**config.mk**
```make
export PLATFORM = sky130hd
export DESIGN_NAME = rar_ctrl
export DESIGN_NICKNAME = d
export VERILOG_FILES = /design/src/hw/rtl/rar_pkg.sv /design/src/hw/rtl/rar_ctrl.sv
export SDC_FILE = /design/constraint.sdc
export NUM_CORES = 1
export LEC_CHECK = 0
export BUFFER_PORTS_ARGS = -buffer_cell sky130_fd_sc_hd__buf_2
export CAP_MARGIN = 5
export CORE_AREA = 2 2 39 41
export CTS_CLUSTER_SIZE = 14
export DETAILED_ROUTE_END_ITERATION = 7
export DIE_AREA = 0 0 41 43
export PLACE_DENSITY = 0.78
export SYNTH_ARGS = -nofsm -noshare
export SYNTH_HDL_FRONTEND = slang
export SYNTH_SLANG_ARGS = --single-unit
```
**constraint.sdc**
```tcl
create_clock -name clk -period 1.64 [get_ports clk]
set_input_delay 0 -clock clk [delete_from_list [all_inputs] [get_ports clk]]
set_output_delay 0 -clock clk [all_outputs]
set_load 0.01 [all_outputs]
```
**src/hw/rtl/rar_pkg.sv**
```systemverilog
package rar_pkg;

  localparam int OPERAND_WIDTH = 16;
  localparam int RES_W = 32;
  localparam int SHIFT_W = $clog2(RES_W);

  typedef enum logic [1:0] {
    FUNC_ADD = 2'd0,
    FUNC_SUB = 2'd1,
    FUNC_MUL = 2'd2,
    FUNC_DIV = 2'd3
  } func_t;

  // Commands from the controller to the datapath.
  typedef struct packed {
    logic load;
    logic mul_a;
    logic mul_b;
    logic mul_c;
    logic gcd_init;
    logic gcd_step;
    logic div_init;
    logic div_step;
    logic out_load;
  } rar_cmd_t;

  // Status from the datapath back to the controller.
  typedef struct packed {
    logic den_zero;
    logic gcd_done;
    logic div_last;
  } rar_status_t;

  function automatic logic [RES_W-1:0] mag(input logic [RES_W-1:0] v);
    mag = v[RES_W-1] ? RES_W'(0) - v : v;
  endfunction

endpackage

```
**src/hw/rtl/rar_ctrl.sv**
```systemverilog
module rar_ctrl
  import rar_pkg::*;
(
  input  logic        clk,
  input  logic        rst_n,
  input  logic        in_valid,
  output logic        in_ready,
  output logic        out_valid,
  input  logic        out_ready,
  input  rar_status_t status,
  output rar_cmd_t    cmd
);

  typedef enum logic [7:0] {
    ST_IDLE  = 8'b0000_0001,
    ST_MUL_A = 8'b0000_0010,
    ST_MUL_B = 8'b0000_0100,
    ST_MUL_C = 8'b0000_1000,
    ST_CHECK = 8'b0001_0000,
    ST_GCD   = 8'b0010_0000,
    ST_DIV   = 8'b0100_0000,
    ST_DONE  = 8'b1000_0000
  } state_t;

  state_t state_r, state_nxt;
  logic   out_valid_r, out_valid_nxt;
  logic   out_free;

  assign out_free = !out_valid_r || out_ready;

  always_comb begin
    state_nxt = state_r;
    cmd       = '0;
    unique case (state_r)
      ST_IDLE: begin
        if (in_valid) begin
          cmd.load  = 1'b1;
          state_nxt = ST_MUL_A;
        end
      end
      ST_MUL_A: begin
        cmd.mul_a = 1'b1;
        state_nxt = ST_MUL_B;
      end
      ST_MUL_B: begin
        cmd.mul_b = 1'b1;
        state_nxt = ST_MUL_C;
      end
      ST_MUL_C: begin
        cmd.mul_c = 1'b1;
        state_nxt = ST_CHECK;
      end
      ST_CHECK: begin
        if (status.den_zero) begin
          state_nxt = ST_DONE;
        end else begin
          cmd.gcd_init = 1'b1;
          state_nxt    = ST_GCD;
        end
      end
      ST_GCD: begin
        if (status.gcd_done) begin
          cmd.div_init = 1'b1;
          state_nxt    = ST_DIV;
        end else begin
          cmd.gcd_step = 1'b1;
        end
      end
      ST_DIV: begin
        cmd.div_step = 1'b1;
        if (status.div_last) begin
          state_nxt = ST_DONE;
        end
      end
      ST_DONE: begin
        if (out_free) begin
          cmd.out_load = 1'b1;
          state_nxt    = ST_IDLE;
        end
      end
      default: state_nxt = ST_IDLE;
    endcase
  end

  always_comb begin
    if (cmd.out_load) begin
      out_valid_nxt = 1'b1;
    end else if (out_ready) begin
      out_valid_nxt = 1'b0;
    end else begin
      out_valid_nxt = out_valid_r;
    end
  end

  always_ff @(posedge clk) begin
    if (!rst_n) begin
      state_r     <= ST_IDLE;
      out_valid_r <= 1'b0;
    end else begin
      state_r     <= state_nxt;
      out_valid_r <= out_valid_nxt;
    end
  end

  assign in_ready  = (state_r == ST_IDLE);
  assign out_valid = out_valid_r;

endmodule

```
Word level (Yosys, flattened, before mapping)
Cells that the tools add are included.

storage, ports and cells
  bits in registers = 9
  latch bits = 0
  RAM bits = 0
  memory bits (read-only) = 0
  bits of input ports = 7
  output and inout port bits = 11
  word-level logic and storage cells = 39
  memories kept = 0

cells by class
  $add $sub $neg = 0
  $mul = 0
  div/mod/pow operators = 0
  order comparisons = 0
  equality and inequality tests = 12
  shifts and indexed selects = 0
  muxes and demuxes = 21
  bitwise operators = 0
  reductions and logical operators = 4

operators with widths
  cell                                                              count
  8-bit one-hot mux with 8 select lines                             1
  8-bit 2-to-1 mux                                                  5
  1-bit 2-to-1 mux                                                  14
  8-bit by 1-bit == test with 1-bit output (second input constant)  1
  8-bit by 2-bit == test with 1-bit output (second input constant)  1
  8-bit by 3-bit == test with 1-bit output (second input constant)  1
  8-bit by 4-bit == test with 1-bit output (second input constant)  1
  8-bit by 5-bit == test with 1-bit output (second input constant)  1
  8-bit by 6-bit == test with 1-bit output (second input constant)  1
  8-bit by 7-bit == test with 1-bit output (second input constant)  1
  8-bit == test (second input constant)                             1
  2-bit inequality test (second input constant)                     4
  4-bit AND reduction                                               1
  2-bit 2-to-1 mux                                                  1
  2-bit nonzero test                                                1
  1-bit logical NOT                                                 1
  1-bit logical OR                                                  1

Depth between registers and ports, before layout
Gate-level depths: netlist of the first run.

  depth after elaboration = 5
  mapped depth = 4
  mapped depth without buffers = 4

Least setup slack after synthesis of the first run
OpenSTA, ideal clock, no wires.

  path type = register to register
  start point = register state_r[3]
  end point = register state_r[0]
  library setup time = 0.129 ns
  data arrival time = 1.202 ns
  data required time = 1.511 ns
  slack = 0.310 ns
  cell stages (with the launch flop) = 5
  path buffers = 0
  period minus slack after synthesis = 1.330 ns
  path through = dfxtp_1 -> nor4_4 -> and4b_1 -> nand4b_1 -> o211ai_1

between the ends
  word-level cells in the longest chain between the ends = 3
  elaborated cells between the ends (all ways) = 14
  classes of those cells = eq/ne: 12; mux: 1; reduce/logical: 1

ends and longest elaborated chain
  what                                         RTL line         RTL
  from (decl)                                  rar_ctrl.sv:25   state_t state_r, state_nxt;
  from (signal assigned)                       rar_ctrl.sv:100  state_r <= state_nxt;
  8-bit == test, or another cell as far along  rar_ctrl.sv:34   unique case (state_r)
  2-bit inequality test (no line)              --
  4-bit AND reduction (no line)                --

Parallel ways exist; a longest one is shown, timed or not.
A chain may end at the register's enable or synchronous reset.

==> results of run 1 <==
-- flip-flops by register name, indices dropped and copies added, names as in the netlist --
signal and count:
state_r 8, out_valid 1
-- logic make-up after synthesis --
kind of cell	after synthesis	synth area share
simple gates	36	0.499
flops	9	0.303
compound gates	9	0.118
xor+xnor	2	0.0295
buf+inv	6	0.0505
-- through the flow --
stage               hold WS, ps  utilization
CTS                       0.506        0.514
global route               9.77        0.534
global placement            264        0.495
finish                    -2.47        0.534
detailed placement          266        0.495
floorplan                  54.9            -
-- worst max-delay path: cells and delay by family, from the launching register on --
family	cells	cell delay [ps]
simple gates	3	680
flops	1	370
buf+inv	2	300
-- final timing paths --
check             cells past startpoint  slack, ps    endpoint
hold reg to reg                       2        610  state_r[3]
hold / removal                        2         -2  state_r[0]
setup / recovery                      5         30      cmd[8]
setup reg to reg                      5        130  state_r[7]
-- per-layer routing --
layer | vias to the layer above | track usage | wire length [um]
met5 | - | 0 | 0
met2 | 13 | 0.244 | 614
met4 | 0 | 0.0600 | 13
met1 | 246 | 0.213 | 611
li1 | 273 | - | -
met3 | 2 | 0.0785 | 63
-- layout make-up --
class	instances	area [um^2]
Inverter	4	15.0
Sequential cell	9	183
Timing Repair Buffer	19	100
Tap cell	16	20.0
Clock buffer	4	26.3
Multi-Input combinational cell	47	395
Fill cell	125	644
-- cell usage after synthesis (2+ instances only) --
cell,instances
and2_1,2
buf_4,2
dfxtp_1,9
inv_1,4
nand2_1,2
nand3_1,2
nand4b_1,4
nor2_1,5
nor2b_1,5
nor3b_1,2
nor4_4,2
o211ai_1,3
o21a_1,2
-- power groups by stage --
stage / Sequential, W / Clock, W / Combinational (W)
2_1_floorplan: 0.000260 / 0 / 0.000151
3_3_place_gp: 0.000263 / 0 / 0.000195
3_5_place_dp: 0.000263 / 0 / 0.000199
4_1_cts: 0.000261 / 0.000183 / 0.000202
5_1_grt: 0.000267 / 0.000196 / 0.000233
6_report: 0.000266 / 0.000180 / 0.000208
-- timing repair --
| item | 4_1_cts | 5_1_grt |
|---|---|---|
| setup buffers | 0 | 2 |
| resized for setup | 0 | 4 |
| endpoints found under the setup margin | 0 | 5 |
==> results.txt, run 1 <==
Status: complete, but fails checks
Failing checks: negative hold slack
Yosys cell types: 31
CP Capture Type: output pin
Combinational share of power: 0.318
Syn Area/Cell: 9.59 um^2
Crit path kind: flip-flop to output pin
Flop pwr share: 0.406
Gr ovfl total: 0
Die ar.: 0.00176 mm^2
Setup TNS Final: 0 ps
Synthesis-stage register bit count: 9
DR WL/cell: 13.2 um
GRT Util Overall: 0.169
Synth warn: 0
Die Y: 43 um
Pins Over Slew Limit: 0
Synthesis-to-layout area growth: 24.4%
PortBufs: 17
Root Buffer: clkbuf_4
Synthesized Nets: 69
Crit-path max FO: 7
CTS Buffer Depth: 2
Post-synth ARST share: 0
Synth top area cells: dfxtp_1, nor4_4, nand4b_1, nor2b_1, o211ai_1
Clock share of power: 0.275
Switching Power: 0.000232 W
Number of global-route vias before repair: 475
Mapped Area: 594 um^2
Yosys top cell area share: 0.303
Reg2reg start: state_r[6]
Startpoint Class: flip-flop
Worst-Skew Late Latency: 270 ps
Power per cell area: 885 mW/mm^2
Largest stage delay, worst path: 380 ps
Switch share: 0.355
Dpl ws: 115 ps
Vias per Instance: 5.39
Final hold viol count: 1
WHS: -2.47 ps
Post-route setup slack: 30.0 ps
IO Count: 18
Layout Cells excl Fill: 99
Crit path DAT: 1610 ps
CTS tree: built
Period utilization: 0.982
Max IR drop VDD: 0.530 mV
CP max-delay cell: nor4_4
Placement Rows: 14
Layout cell share with drive strength beyond 1: 0.422
Commonest non-fill, non-tap cell in the layout: buf_2
Yosys top cell by area: dfxtp_1
Placer Congestion: 0.785
Normalized max-slew margin: 0.780
Dpl cells: 93
First-pass GRT wire length: 1990 um
Initial antenna violation count: 0
Worst slew pin tran: 325 ps
HP Class: input pin to flip-flop
CP cell instances: nor4_4 > buf_4 > and3_1 > and2_1 > buf_2
Most frequent cells in the layout: buf_2, dfxtp_1, nor2b_1, nor2_1
Seq/Total Area, Yosys: 0.303
Crit path from: state_r[6]
Hold_buf cts: 0
DP HPWL: 960 um
Initial DRC count: 6
Synth Instances: 62
Nets@finish: 91
Vias: 534
DR DRC count: 0
N_diodes: 0
RSZ-0062 raised after global routing: true
Post-synth top flop: dfxtp_1
Final setup viols: 0
Max-Cap Viols: 0
Post-synth EDFFs: 0
Fin Clk Skew: 10.2 ps
Internal: 0.000422 W
Post-route ant nets: 0
Fin area: 739 um^2
Total power: 0.000654 W
Final wirelength: 1300 um
Core area: 0.00138 mm^2
CTS buffer count: 3
Leakage: 0.314 nW
Initial Util: 0.429
Hold Crit Start: rst_n
Min Tclk post-route: 1610 ps
Largest net degree at the start of global routing: 9
Placed inst area: 684 um^2
Worst Path Required: 1640 ps
Fmax: 621 MHz
CTS HTree Levels: 1
First-pass iteration count of the detailed router: 4
Die X: 41 um
Clock slew seen by the registers of the worst setup and hold paths: 70 ps
# clock sinks: 9
Power figures use the tool's default switching activity.
==> run 2, diff against run 1 <==
Settings changed: PLACE_DENSITY 0.78 to 0.71.
==> run 2 against run 1 <==
  * The run now ends clean
  * First-iteration DRC count increased by 83%
  * Worst setup slack improved by 65 ps
  * Utilization decreased by 0.54 points
  * Clock power about the same
  * Wire length increased by 4.7%
  * Critical endpoint unchanged
  * Largest power group unchanged
==> results.txt, run 2 (same netlist as run 1, synthesis figures left out) <==
Number of global-route vias before repair: 494
IO Count: 18
Switching Power: 0.000233 W
Synthesis-to-layout area growth: 23.2%
Clock share of power: 0.269
CP Capture Type: output pin
Placer Congestion: 0.825
Vias per Instance: 5.67
Flop pwr share: 0.397
Combinational share of power: 0.334
DP HPWL: 967 um
Final hold viol count: 0
PortBufs: 17
CTS tree: built
GRT busiest layer: met1
Worst slew pin tran: 355 ps
Gr ovfl total: 0
Die Y: 43 um
# clock sinks: 9
R2R setup slack: 200 ps
Die ar.: 0.00176 mm^2
CTS HTree Levels: 1
Setup TNS Final: 0 ps
Postcts setup bufs: 0
Clock slew seen by the registers of the worst setup and hold paths: 60 ps
Worst reg2reg path endpoint: state_r[7]
Fin area: 732 um^2
GRT Util Overall: 0.188
Max IR drop VDD: 0.381 mV
First-pass GRT wire length: 2170 um
Most frequent cells in the layout: buf_2, dfxtp_1, nor2b_1, nor2_1
Vias: 556
Initial antenna violation count: 0
GRT met1 Usage: 0.259
Total power: 0.000665 W
DR DRC count: 0
Core area: 0.00138 mm^2
Fillcell total: 140
Max-Cap Viols: 0
Fin Clk Skew: 1.07 ps
Hold_buf cts: 0
Status: finished, final reports clean
Min Tclk post-route: 1550 ps
Storage cell area: 183 um^2
Met2 usage: 0.250
Most flops, register: state_r
Leakage: 0.311 nW
Normalized max-slew margin: 0.761
First-pass iteration count of the detailed router: 4
Root Buffer: clkbuf_4
Startpoint Class: flip-flop
Crit-path max FO: 5
Initial DRC count: 11
Placed inst area: 692 um^2
Die X: 41 um
Met3 GRT Util: 0.0471
Pins Over Slew Limit: 0
Hold Path End: state_r[0]
Largest net degree at the start of global routing: 9
Final setup viols: 0
Multi-input gate area: 395 um^2
Fmax: 647 MHz
Switch share: 0.350
Placement Rows: 14
Post-route setup slack: 94.6 ps
Initial Util: 0.429
Layout cell share with drive strength beyond 1: 0.415
Largest register FFs: 8
R2r worst-path depth: 4
Nets@finish: 90
Final wirelength: 1360 um
N_diodes: 0
Post-route ant nets: 0
Hold Crit Start: rst_n
CTS buffer count: 3
Reg2reg start: state_r[4]
Worst-Skew Late Latency: 270 ps
HP Class: input pin to flip-flop
Commonest non-fill, non-tap cell in the layout: buf_2
CTS Buffer Depth: 2
Crit path kind: flip-flop to output pin
Worst Path Required: 1640 ps
DR WL/cell: 13.9 um
Internal: 0.000432 W
Hold Path Depth: 2
Crit path DAT: 1550 ps
Period utilization: 0.942
Power per cell area: 909 mW/mm^2
Dpl ws: 196 ps
-- run 2: changes by cell type in the layout (fill, tap and decap cells not counted) --
cell | before | now
buf_4 | 2 | 1
-- run 2: metrics by stage --
step	hold slack (ps)	utilization	std cells
CTS	13.4	0.519	98
floorplan	54.9	-	62
global route	10.6	0.529	98
global placement	260	0.500	94
detailed placement	267	0.500	94
finish	18.9	0.529	98
-- run 2: worst max path at each step --
stage | from | endpoint | slack [ps] | depth (start not counted)
floorplan | state_r[3] | state_r[0] | 310 | 4
finish | state_r[4] | cmd[8] | 90 | 4
detailed placement | state_r[4] | state_r[7] | 200 | 4
global route | state_r[4] | cmd[5] | -6 | 4
CTS | state_r[7] | cmd[5] | 20 | 4
global placement | state_r[4] | state_r[0] | 220 | 4
-- run 2: area by class of cell --
type	instances	area share
Sequential cell	9	0.250
Tap cell	16	0.0274
Clock buffer	4	0.0359
Timing Repair Buffer	18	0.126
Multi-Input combinational cell	47	0.540
Inverter	4	0.0205
-- run 2: power groups by stage --
| stage | logic, W | registers [W] | clock network (W) |
|---|---|---|---|
| after CTS | 0.000211 | 0.000259 | 0.000178 |
| after global routing | 0.000242 | 0.000268 | 0.000196 |
| after detailed placement | 0.000209 | 0.000264 | 0 |
| final | 0.000222 | 0.000264 | 0.000179 |
| after global placement | 0.000208 | 0.000265 | 0 |
| after floorplan | 0.000151 | 0.000260 | 0 |
-- run 2: critical path: stages, from the launching register on --
cell	delay, ps
dfxtp_2	370
nor4_4	410
and3_1	260
and2_1	120
buf_2	120
-- run 2: routing by layer --
layer / routed length (um) / vias to the layer above / part of all wire
met2: 614 / 20 / 0.45
met4: 29 / 0 / 0.021
met1: 635 / 258 / 0.47
met3: 85 / 4 / 0.062
li1: - / 274 / -
met5: 0 / - / 0
-- run 2: timing repair --
action / CTS / global route
gates resized for setup: 0 / 4
endpoints found under the setup margin: 1 / 4
pin swaps: 1 / 3
